<file path="src/hw/rtl/ptq_pkg.sv">
// ============================================================================
// ptq_pkg: periodic timer queue shared types and codes
// Mode and result codes, fixed field widths and the scan result bundle.
// ============================================================================
package ptq_pkg;

	localparam int TW = 32;   // time width
	localparam int IVW = 16;  // interval register width
	localparam int MW = 2;    // mode / kind width
	localparam int SW = 5;    // slot field width

	localparam logic [MW-1:0] MODE_ENROLL = 2'd0;
	localparam logic [MW-1:0] MODE_TICK   = 2'd1;
	localparam logic [MW-1:0] MODE_CLOSE  = 2'd2;

	localparam logic [MW-1:0] KIND_FIRE   = 2'd0;
	localparam logic [MW-1:0] KIND_ARM    = 2'd1;
	localparam logic [MW-1:0] KIND_DISARM = 2'd2;

	localparam logic [IVW-1:0] IV_RESET = 16'd100;

	// outcome of one pass over the table
	typedef struct packed {
		logic          found_skip;  // earliest entry outside the fired mask
		logic [TW-1:0] due_skip;
		logic          found_all;   // earliest entry overall
		logic [TW-1:0] due_all;
	} scan_res_t;

endpackage

</file>
<file path="src/hw/rtl/ptq_ram.sv">
// ============================================================================
// ptq_ram: generic single-write, single-read RAM
// One write port, one read port, read data registered.
// ============================================================================
module ptq_ram #(
	parameter int WIDTH = 32,
	parameter int DEPTH = 32,
	localparam int AW = (DEPTH > 1) ? $clog2(DEPTH) : 1
) (
	input  logic             clk,
	input  logic             we,
	input  logic [AW-1:0]    waddr,
	input  logic [WIDTH-1:0] wdata,
	input  logic [AW-1:0]    raddr,
	output logic [WIDTH-1:0] rdata
);

	logic [WIDTH-1:0] mem [DEPTH];
	logic [WIDTH-1:0] rdata_q;

	always_ff @(posedge clk) begin
		if (we) begin
			mem[waddr] <= wdata;
		end
		rdata_q <= mem[raddr];
	end

	assign rdata = rdata_q;

endmodule

</file>
<file path="src/hw/rtl/ptq_rem.sv">
// ============================================================================
// ptq_rem: iterative remainder unit
// Restoring division of a 32-bit value by a 16-bit divisor, one bit a cycle.
// ============================================================================
module ptq_rem (
	input  logic                     clk,
	input  logic                     arst_n,
	input  logic                     start,
	input  logic [ptq_pkg::TW-1:0]   dividend,
	input  logic [ptq_pkg::IVW-1:0]  divisor,
	output logic                     done,
	output logic [ptq_pkg::IVW-1:0]  rem
);

	localparam int CW = $clog2(ptq_pkg::TW);

	logic                    busy_q;
	logic                    done_q;
	logic [CW-1:0]           cnt_q;
	logic [ptq_pkg::TW-1:0]  dvd_q;
	logic [ptq_pkg::IVW-1:0] dvs_q;
	logic [ptq_pkg::IVW-1:0] rem_q;
	logic [ptq_pkg::IVW:0]   trial;
	logic [ptq_pkg::IVW:0]   diff;

	assign trial = {rem_q, dvd_q[ptq_pkg::TW-1]};
	assign diff  = trial - {1'b0, dvs_q};

	always_ff @(posedge clk or negedge arst_n) begin
		if (!arst_n) begin
			busy_q <= 1'b0;
			done_q <= 1'b0;
			cnt_q  <= '0;
		end else begin
			done_q <= 1'b0;
			if (start) begin
				busy_q <= 1'b1;
				cnt_q  <= '0;
			end else if (busy_q) begin
				cnt_q <= cnt_q + 1'b1;
				if (cnt_q == CW'(ptq_pkg::TW - 1)) begin
					busy_q <= 1'b0;
					done_q <= 1'b1;
				end
			end
		end
	end

	always_ff @(posedge clk) begin
		if (start) begin
			dvd_q <= dividend;
			dvs_q <= divisor;
			rem_q <= '0;
		end else if (busy_q) begin
			dvd_q <= {dvd_q[ptq_pkg::TW-2:0], 1'b0};
			// remainder stays below divisor, so the top bit drops out
			rem_q <= (trial >= {1'b0, dvs_q}) ? diff[ptq_pkg::IVW-1:0]
			                                  : trial[ptq_pkg::IVW-1:0];
		end
	end

	assign done = done_q;
	assign rem  = rem_q;

endmodule

</file>
<file path="src/hw/rtl/ptq_scan.sv">
// ============================================================================
// ptq_scan: earliest-entry search over the due-time RAM
// Walks every slot once, keeping the minimum with and without the skip mask.
// ============================================================================
module ptq_scan #(
	parameter int SLOTS = 32,
	localparam int IW = (SLOTS > 1) ? $clog2(SLOTS) : 1
) (
	input  logic                   clk,
	input  logic                   arst_n,
	input  logic                   start,
	input  logic [SLOTS-1:0]       occ,
	input  logic [SLOTS-1:0]       skip,
	output logic [IW-1:0]          raddr,
	input  logic [ptq_pkg::TW-1:0] rdata,
	output logic                   done,
	output ptq_pkg::scan_res_t     res,
	output logic [IW-1:0]          best_idx
);

	logic                   busy_q;
	logic [IW-1:0]          cnt_q;
	logic                   vld_s1;
	logic                   last_s1;
	logic [IW-1:0]          idx_s1;
	logic                   done_q;
	logic                   found_skip_q;
	logic [ptq_pkg::TW-1:0] due_skip_q;
	logic                   found_all_q;
	logic [ptq_pkg::TW-1:0] due_all_q;
	logic [IW-1:0]          best_q;
	logic                   cnt_last;
	logic                   take_skip;
	logic                   take_all;

	assign cnt_last = (cnt_q == IW'(SLOTS - 1));
	assign raddr    = cnt_q;

	assign take_skip = vld_s1 && occ[idx_s1] && !skip[idx_s1] &&
	                   (!found_skip_q || (rdata < due_skip_q));
	assign take_all  = vld_s1 && occ[idx_s1] &&
	                   (!found_all_q || (rdata < due_all_q));

	always_ff @(posedge clk or negedge arst_n) begin
		if (!arst_n) begin
			busy_q       <= 1'b0;
			cnt_q        <= '0;
			vld_s1       <= 1'b0;
			last_s1      <= 1'b0;
			done_q       <= 1'b0;
			found_skip_q <= 1'b0;
			found_all_q  <= 1'b0;
		end else begin
			vld_s1  <= busy_q;
			last_s1 <= busy_q && cnt_last;
			done_q  <= vld_s1 && last_s1;
			if (start) begin
				busy_q       <= 1'b1;
				cnt_q        <= '0;
				found_skip_q <= 1'b0;
				found_all_q  <= 1'b0;
			end else begin
				if (busy_q) begin
					cnt_q <= cnt_q + 1'b1;
					if (cnt_last) begin
						busy_q <= 1'b0;
					end
				end
				if (take_skip) begin
					found_skip_q <= 1'b1;
				end
				if (take_all) begin
					found_all_q <= 1'b1;
				end
			end
		end
	end

	always_ff @(posedge clk) begin
		idx_s1 <= cnt_q;
		if (!start && take_skip) begin
			due_skip_q <= rdata;
			best_q     <= idx_s1;
		end
		if (!start && take_all) begin
			due_all_q <= rdata;
		end
	end

	assign done     = done_q;
	assign res      = {found_skip_q, due_skip_q, found_all_q, due_all_q};
	assign best_idx = best_q;

endmodule

</file>
<file path="src/hw/rtl/periodic_timer_queue_unit.sv">
// ============================================================================
// periodic_timer_queue_unit: periodic timer table with earliest-due search
// Enroll, close and tick commands over a RAM of due times; ticks fire every
// live due entry in due order and re-arm it by the flush interval.
// ============================================================================
// Sequence: close gives no result. Enroll runs one table pass, then gives
//   its arm or disarm result. Tick runs a table pass per fired entry and
//   per dropped entry, then a final pass, and the bit-serial remainder for
//   each fired entry that is more than one interval late; output stalls
//   can hold any result.
// Throughput: one item at a time; the RAM scan loop sets the rate.
// Reset: arst_n clears occupied/live marks and control, sets interval (100);
//   the due-time RAM is not cleared, only occupied entries are ever used.
// ============================================================================
module periodic_timer_queue_unit #(
	parameter int SLOTS = 32
) (
	input  logic                          clk,
	input  logic                          arst_n,
	// configuration: flush interval in ms
	input  logic                          cfg_valid,
	output logic                          cfg_ready,
	input  logic [ptq_pkg::IVW-1:0]       cfg_data,
	// command channel
	input  logic                          in_valid,
	output logic                          in_stall,
	input  logic [ptq_pkg::MW-1:0]        mode,
	input  logic [ptq_pkg::SW-1:0]        slot,
	input  logic [ptq_pkg::TW-1:0]        time_ms,
	input  logic [ptq_pkg::TW-1:0]        now_ms,
	// result channel
	output logic                          out_valid,
	input  logic                          out_stall,
	output logic [ptq_pkg::MW-1:0]        kind,
	output logic [ptq_pkg::SW-1:0]        fired_slot,
	output logic [ptq_pkg::TW-1:0]        wake_ms,
	output logic                          last
);

	localparam int IW = (SLOTS > 1) ? $clog2(SLOTS) : 1;
	localparam int TW = ptq_pkg::TW;

	// sequencer states
	localparam logic [2:0] ST_IDLE   = 3'd0;
	localparam logic [2:0] ST_SCAN   = 3'd1;  // table pass running
	localparam logic [2:0] ST_DECIDE = 3'd2;  // act on pass result
	localparam logic [2:0] ST_DIV    = 3'd3;  // lateness remainder
	localparam logic [2:0] ST_WB     = 3'd4;  // write re-armed due time

	logic [2:0]                state_q;
	logic [ptq_pkg::IVW-1:0]   iv_q;
	logic [SLOTS-1:0]          occ_q;
	logic [SLOTS-1:0]          live_q;
	logic [SLOTS-1:0]          fired_q;

	// latched command
	logic                      tick_q;
	logic [TW-1:0]             t_q;
	logic [TW-1:0]             now_q;

	// entry being re-armed
	logic [IW-1:0]             e_q;
	logic [TW-1:0]             diff_q;
	logic [TW:0]               nxt_q;
	logic                      scan_start_q;
	logic                      div_start_q;

	// output register
	logic                      out_valid_q;
	logic [ptq_pkg::MW-1:0]    kind_q;
	logic [ptq_pkg::SW-1:0]    fired_slot_q;
	logic [TW-1:0]             delay_q;
	logic                      last_q;

	// RAM / unit interconnect
	logic                      ram_we;
	logic [IW-1:0]             ram_waddr;
	logic [TW-1:0]             ram_wdata;
	logic [IW-1:0]             ram_raddr;
	logic [TW-1:0]             ram_rdata;
	logic                      scan_done;
	ptq_pkg::scan_res_t        scan_res;
	logic [IW-1:0]             best_idx;
	logic                      rem_done;
	logic [ptq_pkg::IVW-1:0]   rem;

	logic                      in_xfer;
	logic                      out_free;
	logic                      slot_ok;
	logic [IW-1:0]             slot_idx;
	logic [ptq_pkg::IVW-1:0]   iv_eff;
	logic                      hit;
	logic [TW-1:0]             late;
	logic [TW:0]               nxt_fast;
	logic [TW:0]               nxt_slow;
	logic [TW-1:0]             nxt_sat;
	logic [TW-1:0]             arm_delay;

	assign cfg_ready = 1'b1;
	assign in_stall  = (state_q != ST_IDLE);
	assign in_xfer   = in_valid && !in_stall;
	assign out_free  = !out_valid_q || !out_stall;

	assign slot_ok  = ({2'b00, slot} < 7'(SLOTS));
	assign slot_idx = IW'(slot);
	assign iv_eff   = (iv_q == '0) ? ptq_pkg::IVW'(1) : iv_q;

	// earliest unfired entry is due at or before the tick time
	assign hit  = tick_q && scan_res.found_skip && (scan_res.due_skip <= t_q);
	assign late = t_q - scan_res.due_skip;

	// next due = due + iv when less than one interval late,
	// otherwise t - ((t - due) mod iv) + iv
	assign nxt_fast = {1'b0, scan_res.due_skip} + {{(TW + 1 - ptq_pkg::IVW){1'b0}}, iv_eff};
	assign nxt_slow = {1'b0, t_q} - {{(TW + 1 - ptq_pkg::IVW){1'b0}}, rem}
	                + {{(TW + 1 - ptq_pkg::IVW){1'b0}}, iv_eff};
	assign nxt_sat  = nxt_q[TW] ? {TW{1'b1}} : nxt_q[TW-1:0];

	assign arm_delay = (scan_res.due_all > now_q) ? (scan_res.due_all - now_q)
	                                              : TW'(1);

	// RAM write: enroll at transfer, re-arm in write-back
	always_comb begin
		ram_we    = 1'b0;
		ram_waddr = slot_idx;
		ram_wdata = time_ms;
		if (state_q == ST_WB) begin
			ram_we    = 1'b1;
			ram_waddr = e_q;
			ram_wdata = nxt_sat;
		end else if (in_xfer && (mode == ptq_pkg::MODE_ENROLL) && slot_ok) begin
			ram_we = 1'b1;
		end
	end

	always_ff @(posedge clk or negedge arst_n) begin
		if (!arst_n) begin
			state_q      <= ST_IDLE;
			iv_q         <= ptq_pkg::IV_RESET;
			occ_q        <= '0;
			live_q       <= '0;
			fired_q      <= '0;
			scan_start_q <= 1'b0;
			div_start_q  <= 1'b0;
			out_valid_q  <= 1'b0;
		end else begin
			scan_start_q <= 1'b0;
			div_start_q  <= 1'b0;
			if (cfg_valid && cfg_ready) begin
				iv_q <= cfg_data;
			end
			if (out_valid_q && !out_stall) begin
				out_valid_q <= 1'b0;
			end
			case (state_q)
				ST_IDLE: begin
					if (in_xfer) begin
						fired_q <= '0;
						case (mode)
							ptq_pkg::MODE_ENROLL: begin
								if (slot_ok) begin
									occ_q[slot_idx]  <= 1'b1;
									live_q[slot_idx] <= 1'b1;
								end
								scan_start_q <= 1'b1;
								state_q      <= ST_SCAN;
							end
							ptq_pkg::MODE_TICK: begin
								scan_start_q <= 1'b1;
								state_q      <= ST_SCAN;
							end
							ptq_pkg::MODE_CLOSE: begin
								if (slot_ok) begin
									live_q[slot_idx] <= 1'b0;
								end
							end
							default: begin
							end
						endcase
					end
				end
				ST_SCAN: begin
					if (scan_done) begin
						state_q <= ST_DECIDE;
					end
				end
				ST_DECIDE: begin
					if (!hit) begin
						// final arm / disarm transfer
						if (out_free) begin
							out_valid_q <= 1'b1;
							state_q     <= ST_IDLE;
						end
					end else if (!live_q[best_idx]) begin
						// closed entry: drop and search again
						occ_q[best_idx] <= 1'b0;
						scan_start_q    <= 1'b1;
						state_q         <= ST_SCAN;
					end else if (out_free) begin
						out_valid_q       <= 1'b1;
						fired_q[best_idx] <= 1'b1;
						if (late < TW'(iv_eff)) begin
							state_q <= ST_WB;
						end else begin
							div_start_q <= 1'b1;
							state_q     <= ST_DIV;
						end
					end
				end
				ST_DIV: begin
					if (rem_done) begin
						state_q <= ST_WB;
					end
				end
				ST_WB: begin
					scan_start_q <= 1'b1;
					state_q      <= ST_SCAN;
				end
				default: begin
					state_q <= ST_IDLE;
				end
			endcase
		end
	end

	// command and re-arm datapath
	always_ff @(posedge clk) begin
		if (in_xfer) begin
			tick_q <= (mode == ptq_pkg::MODE_TICK);
			t_q    <= time_ms;
			now_q  <= now_ms;
		end
		if ((state_q == ST_DECIDE) && hit && live_q[best_idx] && out_free) begin
			e_q    <= best_idx;
			diff_q <= late;
			nxt_q  <= nxt_fast;
		end
		if ((state_q == ST_DIV) && rem_done) begin
			nxt_q <= nxt_slow;
		end
	end

	// result payload
	always_ff @(posedge clk) begin
		if ((state_q == ST_DECIDE) && out_free) begin
			if (!hit) begin
				kind_q       <= scan_res.found_all ? ptq_pkg::KIND_ARM
				                                   : ptq_pkg::KIND_DISARM;
				fired_slot_q <= '0;
				delay_q      <= scan_res.found_all ? arm_delay : '0;
				last_q       <= 1'b1;
			end else if (live_q[best_idx]) begin
				kind_q       <= ptq_pkg::KIND_FIRE;
				fired_slot_q <= ptq_pkg::SW'(best_idx);
				delay_q      <= '0;
				last_q       <= 1'b0;
			end
		end
	end

	assign out_valid  = out_valid_q;
	assign kind       = kind_q;
	assign fired_slot = fired_slot_q;
	assign wake_ms    = delay_q;
	assign last       = last_q;

	ptq_ram #(
		.WIDTH(TW),
		.DEPTH(SLOTS)
	) u_due_ram (
		.clk  (clk),
		.we   (ram_we),
		.waddr(ram_waddr),
		.wdata(ram_wdata),
		.raddr(ram_raddr),
		.rdata(ram_rdata)
	);

	ptq_scan #(
		.SLOTS(SLOTS)
	) u_scan (
		.clk     (clk),
		.arst_n  (arst_n),
		.start   (scan_start_q),
		.occ     (occ_q),
		.skip    (fired_q),
		.raddr   (ram_raddr),
		.rdata   (ram_rdata),
		.done    (scan_done),
		.res     (scan_res),
		.best_idx(best_idx)
	);

	ptq_rem u_rem (
		.clk     (clk),
		.arst_n  (arst_n),
		.start   (div_start_q),
		.dividend(diff_q),
		.divisor (iv_eff),
		.done    (rem_done),
		.rem     (rem)
	);

endmodule
</file>
<file path="config.mk">
export PLATFORM = sky130hd
export DESIGN_NAME = periodic_timer_queue_unit
export DESIGN_NICKNAME = d
export VERILOG_FILES = /design/src/hw/rtl/ptq_pkg.sv /design/src/hw/rtl/ptq_ram.sv /design/src/hw/rtl/ptq_rem.sv /design/src/hw/rtl/ptq_scan.sv /design/src/hw/rtl/periodic_timer_queue_unit.sv
export SDC_FILE = /design/constraint.sdc
export NUM_CORES = 2
export LEC_CHECK = 0
export BUFFER_PORTS_ARGS = -buffer_cell sky130_fd_sc_hd__buf_2
export CELL_PAD_IN_SITES_DETAIL_PLACEMENT = 0
export CELL_PAD_IN_SITES_GLOBAL_PLACEMENT = 2
export CORE_MARGIN = 10
export CORE_UTILIZATION = 35
export CTS_CLUSTER_SIZE = 28
export DETAILED_ROUTE_END_ITERATION = 7
export GPL_ROUTABILITY_DRIVEN = 0
export GPL_TIMING_DRIVEN = 0
export HOLD_SLACK_MARGIN = 0.05
export PLACE_DENSITY = 0.6
export RECOVER_POWER = 50
export REMOVE_ABC_BUFFERS = 1
export SYNTH_ARGS = -nofsm -noshare
export SYNTH_HDL_FRONTEND = slang
export SYNTH_HIERARCHICAL = 1
export SYNTH_SLANG_ARGS = --single-unit
</file>
<file path="constraint.sdc">
create_clock -name clk -period 7.2 [get_ports clk]
set_clock_uncertainty 0.2 [all_clocks]
set_input_delay 1.44 -clock clk [delete_from_list [all_inputs] [get_ports clk]]
set_output_delay 1.44 -clock clk [all_outputs]
set_load 0.05 [all_outputs]
</file>
==> results.md <==
* Post-synth ARST share at a little under a tenth
* Area contributors post-synth: edfxtp_1, mux2i_1, dfrtp_1
* RSZ-0062 raised after global routing: no
* FP Rows at 160
* CP required at 7.61 ns
* Initial antenna violation count at 6
* Yosys cell types at 105
* Fin crit share at between 80% and 90%
* Port Buffers at 133
* Core box area at 191000 µm²
* Syn-to-layout area delta at 15.4%
* Fin. max-slew vios at 1262
* Sequential share of the synthesized area at 65.3%
* ANT nets after route at 0
* Top-count cell post-synth: edfxtp_1
* Top FF cell, synth: edfxtp_1
* Synth Area in Compound Gates at ~9%
* First-pass GRT wire length at 282000 µm
* Max Fclk at 0.158 GHz
* GRT Resource Usage Total at 18.0%
* Largest fanout on the critical path at 48
* Synth Area in XOR/XNOR at 1.53%
* DIE AREA at 210000 µm²
* CTS Buf Count at 173
* Met2 GRT Util at a little under a third
* CP Launch Type: register
* Cell Chain, Critical Path: buf_16 -> clkbuf_1 -> buf_16 -> buf_16 -> mux2i_1 -> a22o_1 -> nor3_1 -> a31oi_1 -> nand3_1
* GR Overflow Total at 0
* Pwr dens at 393 nW/µm²
* Cells after Synth at 4878
* Hpwl dp at 134000 µm
* Via density per instance at 5.15
* Register clock-pin slew on the reported worst setup and hold paths at 0.06 ns
* Total negative slack at 0 ns
* IO Pins at between 100 and 150
* Leading area contributor after synthesis: edfxtp_1
* CTS tree: built
* Syn Std Cell Area at a little under 70000 µm²
* Vias in the first global route at 40442
* Tmin final at 6.34 ns
* Hold Path Depth at 1
* Post-synthesis simple-gate area fraction at 7.09%
* Root Driver: clkbuf_16
* Post-CTS setup buffers at 0
* Main combinational cell family by area after synthesis: multiplexers
* Max Buffers Root-to-Sink at 3
* Critical path class: reg -> reg
* Synth warn at 6
* Top cell type's share of synthesized area at 58.7%
* Layout net count at 5387
* Final hold vios at 0
* Routed wire length at between 150000 and 200000 µm
* Die Y at 459 µm
* Critical-path top delay cell: clkbuf_1
* Max-cap viol count at 35
* DR iter-0 viols at about 2500
* Drt pass-1 iters at 5
* CTS Hold Bufs at 0
* Endpoints failing setup at 0
* Worst VDD drop at 0.000282 V
* Starting density of the core at 35.3%
* Tightest Pin Transition at between 3 and 4 ns
* Synth Register Bits at 1505
* Place WS at 0.768 ns
* DR vias at roughly 40000
* R2R cell count at 9
* Global routing usage on met3 at 2.44%
* PnR worst setup slack at 0.858 ns
* Share of cells above drive strength 1 at about a tenth
* H-tree levels at 4
* Crit path arrival time at 6.76 ns
* Failing checks: max-capacitance violations, max-slew violations
* CP dominant cell by count: buf_16
* Gates resized, CTS repair at 0
* Synth top cells by count: edfxtp_1, mux2i_1, nor2_1, a21oi_1, inv_1
* Avg Cell Area, Syn at ~14 µm²
* Worst skew pair latency at 0.84 ns
* Number of clock sinks at ~1500
* DRC at 0
* Busiest grt layer: met2
* CP max stage delay at 1.90 ns
* GRT met1 Usage at 24.6%
* Mux share of post-synthesis cell area at under 10%
* Leak pwr at 28.4 nW
* Post-synth EDFFs at 1316
* Largest net degree at the start of global routing at 72
* Wire length per cell at 25.0 µm
* Die Wd at 459 µm
* Slew headroom at -155%
* Crit. End Element: register
* Adder-cell share of the synthesized area at 4.50%
* Worst hold-check path type: reg -> reg
* Outcome: finished with violations
==> placed cells by master, fill, tap and decap left out, drive strengths merged, types with 64 or more instances in the layout <==
cell    instances
a22oi         102
dfrtp         133
ha            210
o21ai         178
nand3         150
nand2         242
buf           132
nor3           73
xnor2          66
clkinv         65
nor2          335
a21oi         332
mux2i         524
a22o           64
inv           283
clkbuf        335
edfxtp       1316
==> where the power goes <==
part / switching (mW) / internal, mW / total, mW
combinational: 6.62 / 4.06 / 10.7
clock: 3.65 / 5.00 / 8.65
sequential: 0.761 / 10.4 / 11.2
total: 11.0 / 19.5 / 30.5
==> flip-flops by register name, indices dropped and copies added, names as in the netlist, 32 cells and up, named ones only <==
name,cells
t_q,32
u_due_ram/mem,1024
nxt_q,33
diff_q,32
now_q,32
fired_q,32
u_scan/due_skip_q,32
occ_q,32
wake_ms,32
u_rem/dvd_q,32
u_scan/due_all_q,32
u_due_ram/rdata,32
==> routing by layer <==
metal / part of all wire, % / routed length (µm) / vias up
met5: 0 / 0 / -
met4: 2.2 / 4190 / 0
met3: 3.1 / 5910 / 229
met2: 48 / 93100 / 606
met1: 47 / 89800 / 20214
li1: - / - / 18742
==> path summary, 6_finish.rpt <==
| kind | slack (ns) | end | startpoint |
|---|---|---|---|
| min reg2reg | 0.26 | u_scan/done | u_scan/last_s1 |
| max | 0.86 | u_due_ram/rdata[14] | u_scan/raddr[0] |
| max in group asynchronous | 1.51 | iv_q[9] | arst_n |
| max reg2reg | 0.86 | u_due_ram/rdata[14] | u_scan/raddr[0] |
| min | 0.26 | u_scan/done | u_scan/last_s1 |
| min in group asynchronous | 1.72 | asynchronous set/reset pin | arst_n |
==> area by class of cell <==
type,instances,area [µm²]
Timing Repair Buffer,227,2430
Antenna cell,2,5.00
Clock buffer,241,4850
Fill cell,17817,113000
Inverter,278,1040
Sequential cell,1505,44000
Clock inverter,80,828
Tap cell,2511,3140
Multi-Input combinational cell,2880,21400
==> kinds of logic after synthesis <==
group,after synthesis
AO/OA/AOI/OAI,931
flip-flops,1505
other,1
XOR/XNOR,118
adder cells (fa/ha/maj),230
buffers and inverters,493
AND/OR/NAND/NOR,1011
multiplexers,589
==> stage by stage <==
step	hold slack, ns	instances	power [mW]	instance area, µm²	util (%)
5_1_grt	0.287	7722	32.2	77700	40.7
4_1_cts	0.260	7722	31.0	78400	41.1
3_3_place_gp	0.234	7307	21.4	70000	36.7
3_5_place_dp	0.232	7401	22.2	72700	38.1
2_1_floorplan	0.228	4663	18.2	66200	-
6_report	0.261	7724	30.5	77700	40.7
==> worst max-delay path: cells and delay by family (launching register included) <==
kind	cells	cell delay [ns]
AOI/OAI and AO/OA	2	0.75
buffers and inverters	4	2.84
DFF	1	1.68
muxes	1	0.21
and+or+nand+nor	2	0.33
No activity file was read; power rests on OpenSTA's default activity.
